### src/design/hmkr_pkg.sv
// ----------------------------------------------------------------------------
// hmkr_pkg: shared types and constants for the header mask key ratchet
// Holds the action codes, the header field layout, the hash constants and
// the status bundle that the hash sequencer reports to the top level.
// ----------------------------------------------------------------------------
`timescale 1ns / 1ps
`default_nettype none

package hmkr_pkg;

    // Action codes carried on the action field of an input beat.
    typedef enum logic [1:0] {
        ACT_MASK   = 2'd0,
        ACT_UNMASK = 2'd1,
        ACT_LOAD   = 2'd2,
        ACT_HELLO  = 2'd3
    } t_action;

    // Header field widths.
    localparam int unsigned KEY_W   = 32;
    localparam int unsigned LEN_W   = 22;
    localparam int unsigned RSV_W   = 2;
    localparam int unsigned CMD_W   = 5;

    // Bit positions of the fields within the packed header word.
    localparam int unsigned RSV_LSB = 22;
    localparam int unsigned SIG_BIT = 24;
    localparam int unsigned PUB_BIT = 25;
    localparam int unsigned CHN_BIT = 26;
    localparam int unsigned CMD_LSB = 27;

    // Hash constants for one word of input.
    localparam logic [KEY_W-1:0] HASH_SEED = 32'hb10cfeed;
    localparam logic [KEY_W-1:0] HASH_C1   = 32'hcc9e2d51;
    localparam logic [KEY_W-1:0] HASH_C2   = 32'h1b873593;
    localparam logic [KEY_W-1:0] HASH_MUL5 = 32'd5;
    localparam logic [KEY_W-1:0] HASH_ADD  = 32'he6546b64;
    localparam logic [KEY_W-1:0] HASH_LEN  = 32'd4;
    localparam logic [KEY_W-1:0] HASH_F1   = 32'h85ebca6b;
    localparam logic [KEY_W-1:0] HASH_F2   = 32'hc2b2ae35;

    // Status of the hash sequencer as seen by the top level.
    typedef struct packed {
        logic busy;
        logic done;
    } t_hash_stat;

endpackage

`default_nettype wire

### src/design/header_mask_key_ratchet.sv
// ----------------------------------------------------------------------------
// header_mask_key_ratchet: frame header masking with a ratcheting key
// Masks and unmasks 4-byte frame headers with a 32-bit key and advances the
// key by a one-word hash after every mask or unmask.
// ----------------------------------------------------------------------------
// On a mask or unmask beat the masked or unmasked result is registered at
// once, while the key ratchet runs six steps in the hash sequencer, all but
// the add step through one shared 32x32 multiplier, and the new key is then
// written back. The input stalls
// while the key is being ratcheted and while a result waits to be taken.
`timescale 1ns / 1ps
`default_nettype none

module header_mask_key_ratchet (
    input  wire logic                                i_clk,
    input  wire logic                                i_rst_n,

    // Configuration port.
    input  wire logic                                psel,
    input  wire logic                                penable,
    input  wire logic                                pwrite,
    input  wire logic [2:0]                          paddr,
    input  wire logic [31:0]                         pwdata,
    output      logic [31:0]                         prdata,
    output      logic                                pready,

    // Input channel.
    input  wire logic                                i_in_valid,
    output      logic                                o_in_stall,
    input  wire logic [1:0]                          i_action,
    input  wire logic [hmkr_pkg::LEN_W-1:0]          i_cmd_len,
    input  wire logic [hmkr_pkg::RSV_W-1:0]          i_reserved_bits,
    input  wire logic                                i_signed_flag,
    input  wire logic                                i_pubkey_flag,
    input  wire logic                                i_channel_flag,
    input  wire logic [hmkr_pkg::CMD_W-1:0]          i_proto_cmd,
    input  wire logic [hmkr_pkg::KEY_W-1:0]          i_masked_word,
    input  wire logic [hmkr_pkg::KEY_W-1:0]          i_new_key,

    // Output channel.
    output      logic                                o_out_valid,
    input  wire logic                                i_out_stall,
    output      logic [hmkr_pkg::KEY_W-1:0]          o_word_out,
    output      logic [hmkr_pkg::LEN_W-1:0]          o_len_out,
    output      logic [hmkr_pkg::RSV_W-1:0]          o_reserved_out,
    output      logic                                o_signed_out,
    output      logic                                o_pubkey_out,
    output      logic                                o_channel_out,
    output      logic [hmkr_pkg::CMD_W-1:0]          o_cmd_out
);

    logic [hmkr_pkg::KEY_W-1:0]  r_key;
    logic [hmkr_pkg::KEY_W-1:0]  r_hello_key;
    logic                        r_busy;
    logic                        r_out_valid;
    logic [hmkr_pkg::KEY_W-1:0]  r_word_out;
    logic [hmkr_pkg::LEN_W-1:0]  r_len_out;
    logic [hmkr_pkg::RSV_W-1:0]  r_reserved_out;
    logic                        r_signed_out;
    logic                        r_pubkey_out;
    logic                        r_channel_out;
    logic [hmkr_pkg::CMD_W-1:0]  r_cmd_out;

    hmkr_pkg::t_action           w_action;
    hmkr_pkg::t_hash_stat        w_hash_stat;
    logic [hmkr_pkg::KEY_W-1:0]  w_hash;
    logic                        w_in_acc;
    logic                        w_out_acc;
    logic                        w_ratchet;
    logic                        w_cfg_wr;
    logic [hmkr_pkg::KEY_W-1:0]  w_packed;
    logic [hmkr_pkg::KEY_W-1:0]  w_plain;

    // Configuration register: hello key at any address with paddr[2] low (0 to 3).
    assign pready   = 1'b1;
    assign w_cfg_wr = psel && penable && pwrite && pready && (paddr[2] == 1'b0);
    assign prdata   = (paddr[2] == 1'b0) ? r_hello_key : 32'd0;

    always_ff @(posedge i_clk) begin
        if (!i_rst_n) begin
            r_hello_key <= '0;
        end else if (w_cfg_wr) begin
            r_hello_key <= pwdata;
        end
    end

    // Handshakes: one item at a time, with a free output register.
    assign w_action   = hmkr_pkg::t_action'(i_action);
    assign o_in_stall = r_busy || (r_out_valid && i_out_stall);
    assign w_in_acc   = i_in_valid && !o_in_stall;
    assign w_out_acc  = r_out_valid && !i_out_stall;
    assign w_ratchet  = w_in_acc &&
                        ((w_action == hmkr_pkg::ACT_MASK) ||
                         (w_action == hmkr_pkg::ACT_UNMASK));

    // Header packing and unmasking against the current key.
    assign w_packed = {i_proto_cmd, i_channel_flag, i_pubkey_flag, i_signed_flag,
                       i_reserved_bits, i_cmd_len} ^ r_key;
    assign w_plain  = i_masked_word ^ r_key;

    // Key ratchet sequencer.
    hmkr_hash u_hash (
        .i_clk   (i_clk),
        .i_rst_n (i_rst_n),
        .i_start (w_ratchet),
        .i_key   (r_key),
        .o_stat  (w_hash_stat),
        .o_hash  (w_hash)
    );

    // Key register and the busy flag that covers the ratchet.
    always_ff @(posedge i_clk) begin
        if (!i_rst_n) begin
            r_key  <= '0;
            r_busy <= 1'b0;
        end else begin
            if (w_hash_stat.done) begin
                r_key  <= w_hash;
                r_busy <= 1'b0;
            end else if (w_in_acc) begin
                unique case (w_action)
                    hmkr_pkg::ACT_MASK,
                    hmkr_pkg::ACT_UNMASK: r_busy <= 1'b1;
                    hmkr_pkg::ACT_LOAD:   r_key  <= i_new_key;
                    hmkr_pkg::ACT_HELLO:  r_key  <= r_hello_key;
                    default:              r_busy <= r_busy;
                endcase
            end
        end
    end

    // Output valid flag.
    always_ff @(posedge i_clk) begin
        if (!i_rst_n) begin
            r_out_valid <= 1'b0;
        end else if (w_ratchet) begin
            r_out_valid <= 1'b1;
        end else if (w_out_acc) begin
            r_out_valid <= 1'b0;
        end
    end

    // Result payload, loaded when a mask or unmask beat is taken.
    always_ff @(posedge i_clk) begin
        if (w_ratchet) begin
            if (w_action == hmkr_pkg::ACT_MASK) begin
                r_word_out     <= w_packed;
                r_len_out      <= '0;
                r_reserved_out <= '0;
                r_signed_out   <= 1'b0;
                r_pubkey_out   <= 1'b0;
                r_channel_out  <= 1'b0;
                r_cmd_out      <= '0;
            end else begin
                r_word_out     <= '0;
                r_len_out      <= w_plain[hmkr_pkg::LEN_W-1:0];
                r_reserved_out <= w_plain[hmkr_pkg::RSV_LSB +: hmkr_pkg::RSV_W];
                r_signed_out   <= w_plain[hmkr_pkg::SIG_BIT];
                r_pubkey_out   <= w_plain[hmkr_pkg::PUB_BIT];
                r_channel_out  <= w_plain[hmkr_pkg::CHN_BIT];
                r_cmd_out      <= w_plain[hmkr_pkg::CMD_LSB +: hmkr_pkg::CMD_W];
            end
        end
    end

    assign o_out_valid    = r_out_valid;
    assign o_word_out     = r_word_out;
    assign o_len_out      = r_len_out;
    assign o_reserved_out = r_reserved_out;
    assign o_signed_out   = r_signed_out;
    assign o_pubkey_out   = r_pubkey_out;
    assign o_channel_out  = r_channel_out;
    assign o_cmd_out      = r_cmd_out;

    // A mask or unmask beat keeps the block busy until the new key lands.
    a_busy_after_ratchet: assert property (@(posedge i_clk) disable iff (!i_rst_n)
        w_ratchet |=> (r_busy && w_hash_stat.busy))
        else $error("ratchet started without busy");

    // The input is held off for the whole ratchet.
    a_stall_when_busy: assert property (@(posedge i_clk) disable iff (!i_rst_n)
        w_hash_stat.busy |-> o_in_stall)
        else $error("input open while hashing");

    // Hash completion only ever closes a ratchet in progress.
    a_done_in_busy: assert property (@(posedge i_clk) disable iff (!i_rst_n)
        w_hash_stat.done |-> r_busy)
        else $error("hash done without a ratchet in progress");

    // A result appears only as a consequence of an accepted mask or unmask.
    a_result_from_beat: assert property (@(posedge i_clk) disable iff (!i_rst_n)
        $rose(r_out_valid) |-> $past(w_ratchet))
        else $error("result without a source beat");

endmodule

`default_nettype wire

### src/design/hmkr_hash.sv
// ----------------------------------------------------------------------------
// hmkr_hash: iterative one-word hash of the header key
// A small sequencer drives one shared 32x32 multiplier through the hash
// rounds. The first multiply happens on the start cycle; five further steps
// follow, and the final shift-xor is applied on the way out.
// ----------------------------------------------------------------------------
`timescale 1ns / 1ps
`default_nettype none

module hmkr_hash (
    input  wire logic                          i_clk,
    input  wire logic                          i_rst_n,
    input  wire logic                          i_start,
    input  wire logic [hmkr_pkg::KEY_W-1:0]    i_key,
    output      hmkr_pkg::t_hash_stat          o_stat,
    output      logic [hmkr_pkg::KEY_W-1:0]    o_hash
);

    // Steps that follow the start cycle.
    typedef enum logic [2:0] {
        ST_K2,
        ST_H5,
        ST_HADD,
        ST_F1,
        ST_F2
    } t_step;

    t_step                       r_step;
    logic                        r_busy;
    logic                        r_done;
    logic [hmkr_pkg::KEY_W-1:0]  r_acc;

    logic [hmkr_pkg::KEY_W-1:0]  w_op_a;
    logic [hmkr_pkg::KEY_W-1:0]  w_op_b;
    logic [2*hmkr_pkg::KEY_W-1:0] w_prod_full;
    logic [hmkr_pkg::KEY_W-1:0]  w_prod;
    logic [hmkr_pkg::KEY_W-1:0]  w_seeded;
    logic [hmkr_pkg::KEY_W-1:0]  n_acc;

    // Operand selection for the shared multiplier.
    assign w_seeded = hmkr_pkg::HASH_SEED ^ r_acc;

    always_comb begin
        w_op_a = r_acc;
        w_op_b = hmkr_pkg::HASH_C1;
        if (i_start) begin
            w_op_a = i_key;
            w_op_b = hmkr_pkg::HASH_C1;
        end else begin
            unique case (r_step)
                ST_K2: begin
                    w_op_a = {r_acc[16:0], r_acc[31:17]};
                    w_op_b = hmkr_pkg::HASH_C2;
                end
                ST_H5: begin
                    w_op_a = {w_seeded[18:0], w_seeded[31:19]};
                    w_op_b = hmkr_pkg::HASH_MUL5;
                end
                ST_HADD: begin
                    w_op_a = r_acc;
                    w_op_b = hmkr_pkg::HASH_C1;
                end
                ST_F1: begin
                    w_op_a = r_acc ^ {16'd0, r_acc[31:16]};
                    w_op_b = hmkr_pkg::HASH_F1;
                end
                ST_F2: begin
                    w_op_a = r_acc ^ {13'd0, r_acc[31:13]};
                    w_op_b = hmkr_pkg::HASH_F2;
                end
                default: begin
                    w_op_a = r_acc;
                    w_op_b = hmkr_pkg::HASH_C1;
                end
            endcase
        end
    end

    // The one multiplier; only the low word is kept.
    assign w_prod_full = w_op_a * w_op_b;
    assign w_prod      = w_prod_full[hmkr_pkg::KEY_W-1:0];

    // The add step bypasses the multiplier.
    always_comb begin
        if (!i_start && (r_step == ST_HADD)) begin
            n_acc = (r_acc + hmkr_pkg::HASH_ADD) ^ hmkr_pkg::HASH_LEN;
        end else begin
            n_acc = w_prod;
        end
    end

    // Sequencer state and the accumulator.
    always_ff @(posedge i_clk) begin
        if (!i_rst_n) begin
            r_step <= ST_K2;
            r_busy <= 1'b0;
            r_done <= 1'b0;
        end else begin
            r_done <= 1'b0;
            if (i_start) begin
                r_step <= ST_K2;
                r_busy <= 1'b1;
            end else if (r_busy) begin
                unique case (r_step)
                    ST_K2:   r_step <= ST_H5;
                    ST_H5:   r_step <= ST_HADD;
                    ST_HADD: r_step <= ST_F1;
                    ST_F1:   r_step <= ST_F2;
                    ST_F2: begin
                        r_busy <= 1'b0;
                        r_done <= 1'b1;
                    end
                    default: r_step <= ST_K2;
                endcase
            end
        end
    end

    always_ff @(posedge i_clk) begin
        if (i_start || r_busy) begin
            r_acc <= n_acc;
        end
    end

    // Final avalanche shift-xor on the way out.
    assign o_hash      = r_acc ^ {16'd0, r_acc[31:16]};
    assign o_stat.busy = r_busy;
    assign o_stat.done = r_done;

    // A new hash must never be started over one still in progress.
    a_start_idle: assert property (@(posedge i_clk) disable iff (!i_rst_n)
        i_start |-> !r_busy)
        else $error("hash started while busy");

    // Completion is flagged only once the sequencer has gone idle.
    a_done_idle: assert property (@(posedge i_clk) disable iff (!i_rst_n)
        r_done |-> (!r_busy && $past(r_busy) && ($past(r_step) == ST_F2)))
        else $error("hash done outside the last step");

endmodule

`default_nettype wire
### config.mk
export PLATFORM = sky130hd
export DESIGN_NAME = header_mask_key_ratchet
export DESIGN_NICKNAME = d
export VERILOG_FILES = /design/src/design/hmkr_pkg.sv /design/src/design/header_mask_key_ratchet.sv /design/src/design/hmkr_hash.sv
export SDC_FILE = /design/constraint.sdc
export NUM_CORES = 2
export LEC_CHECK = 0
export BUFFER_PORTS_ARGS = -buffer_cell sky130_fd_sc_hd__buf_2
export CAP_MARGIN = 0
export CORE_MARGIN = 4
export CORE_UTILIZATION = 35
export CTS_CLUSTER_DIAMETER = 40
export DETAILED_ROUTE_END_ITERATION = 6
export SETUP_SLACK_MARGIN = 0.5
export SLEW_MARGIN = 20
export SYNTH_ARGS = -nofsm -noshare
export SYNTH_HDL_FRONTEND = slang
export SYNTH_HIERARCHICAL = 1
export SYNTH_SLANG_ARGS = --single-unit
### constraint.sdc
create_clock -name i_clk -period 9.85 [get_ports i_clk]
set_input_delay 0.4925 -clock i_clk [delete_from_list [all_inputs] [get_ports i_clk]]
set_output_delay 0.4925 -clock i_clk [all_outputs]
set_load 0.01 [all_outputs]
==> flow_summary.toml <==
[outcome]
outcome = "completed"

[sta]
max_freq_mhz = 110
period_minus_slack_ns = 9.09
tns_ns = 0
hold_violations = 0
period_share_pct = 92.3
tightest_slew_ns = 1.08
rsz0062_at_grt = "no"
slew_viol_final = 0
finClkSkew_ns = 0.0213
max-slew-margin-rel_pct = 27.9
finalSetupViolCount = 0

[final_layout]
finish.net_count = 3694
syn_to_final_growth_pct = 12.8
utilization_pct = 40.1
drive_gt1_share_pct = 15.9
final_cell_mix = "inv_1, fa_1, nand2_1"
nFillCells = 7229
layout.cells.most_common = "inv_1"

[routing]
num_vias = 20800
wl_per_cell_um = 23.6
drt-total-wl_um = 93900
first_pass_iters = 5
drc = 0
drtIter0Drc = 2016
routed_via_density = 5.22
ant_nets = 0

[floorplan]
ios = 239
die_h_um = 276
die_area_sq_mm = 0.0760
rows = 97
die_w_um = 276
core_sq_mm = 0.0705
start_util_pct = 35.6

[place]
place_hpwl_um = 79300
place.gp.congestion = 1.01
port_buffers = 235

[worst_setup_path]
cp.required_ns = 10.14
critPathKind = "flip-flop to flip-flop"
cp-startpoint = "u_hash/r_step[0]$_SDFFE_PP0P_"
worstReg2RegEnd = "u_hash/r_acc[31]$_DFFE_PP_"
end_kind = "flip-flop"
reg2regPathDepth = 28
crit_path_end = "u_hash/r_acc[31]$_DFFE_PP_"
cpMostUsedCell = "fa_1"
rrSetupSlack_ns = 0.76
crit_path_start_kind = "flip-flop"
r2r_start = "u_hash/r_step[0]$_SDFFE_PP0P_"
cp_slowest_cell = "fa_1"
worstPathMaxFanout = 16
crit_path_max_incr_delay_ns = 0.60
critPathArrivalTime_ns = 9.39

[worst_hold_path]
hold_class = "primary input to flip-flop"

[clock_tree]
cts-root-buf = "clkbuf_16"
cts.htree.levels = 4
insertion_delay_ns = 0.46
cts-buffers-inserted = 17
path_clk_slew_ns = 0.08
cts.sinks = 167
cts_tree = "done"
clock_path_buffers = 2

[run]
maxCapViolCount = 0

[grt]
grt_pass1_vias = 21200
grt_usage_pct = 24.9
grt_max_degree = 69
grt_pass1_wl_um = 139000
grt_overflow = 0
antenna_found_initial = 1

[synth]
synth_area_sq_mm = 0.0251
synthesis.nets = 3477
synth_cells = 2807
yosysWarningCount = 6
syn-mean-instance-area_sq_um = 8.94
-- per-stage QoR --
| stage | setup slack, ns | instance area [sq um] | hold WS (ns) | cells |
|---|---|---|---|---|
| finish | 0.756 | 28300 | 0.279 | 3978 |
| detailed placement | 0.324 | 27500 | 0.452 | 3933 |
| floorplan | 0.514 | 25100 | 0.439 | 2807 |
| global route | 0.514 | 28300 | 0.269 | 3978 |
| global placement | 0.356 | 27500 | 0.452 | 3933 |
| CTS | 0.569 | 28100 | 0.261 | 3965 |
-- flip-flops by register name, summed over array words and instances, names as in the netlist --
register / flops
r_key: 32
r_busy: 1
u_hash/r_acc: 32
o_len_out: 22
u_hash/r_busy: 1
o_pubkey_out: 1
o_channel_out: 1
u_hash/r_step: 3
o_signed_out: 1
r_hello_key: 32
o_cmd_out: 5
u_hash/r_done: 1
o_out_valid: 1
o_word_out: 32
o_reserved_out: 2
-- metal layers --
layer  wire length (um)  up-vias  global-route usage [%]
met2              43600      865                    40.2
met4               3530        0                    8.31
li1                   -     9299                       -
met5                  0        -                       0
met1              39500    10400                    33.8
met3               7380      158                    4.74
-- repair_timing --
action	CTS	global route
hold endpoints to repair	0	0
hold buffers	0	0
buffers inserted	0	12
resized for setup	3	30
pin swaps	0	2
endpoints found under the setup margin	3	7
-- how the worst min path moves through the flow --
stage	startpoint	to	depth (start not counted)
2_1_floorplan	r_hello_key[0]$_SDFFE_PN0P_	r_hello_key[0]$_SDFFE_PN0P_	2
3_3_place_gp	r_hello_key[16]$_SDFFE_PN0P_	r_hello_key[16]$_SDFFE_PN0P_	2
3_5_place_dp	r_hello_key[12]$_SDFFE_PN0P_	r_hello_key[12]$_SDFFE_PN0P_	2
4_1_cts	pwdata[5]	r_hello_key[5]$_SDFFE_PN0P_	3
5_1_grt	pwdata[5]	r_hello_key[5]$_SDFFE_PN0P_	3
6_report	pwdata[15]	r_hello_key[15]$_SDFFE_PN0P_	3
-- critical path: cells and delay by family (launching register included) --
kind / cells / cell delay (ns)
compound gates: 1 / 0.36
xor+xnor: 10 / 2.28
fa+ha+maj: 8 / 4.05
buf+inv: 5 / 0.86
flops: 1 / 0.42
mux: 1 / 0.13
simple gates: 3 / 0.84
-- layout make-up --
cell class	count	area [sq um]	share of cell area, %
Inverter	533	2000	7.08
Clock buffer	17	425	1.50
Antenna cell	1	2.50	0.00884
Tap cell	940	1180	4.15
Sequential cell	167	4320	15.2
Timing Repair Buffer	376	2250	7.94
Multi-Input combinational cell	1929	18000	63.5
Clock inverter	15	174	0.614
Power is not shown: default switching activity piles up to over one toggle a cycle in this logic, so the estimate is an artifact.
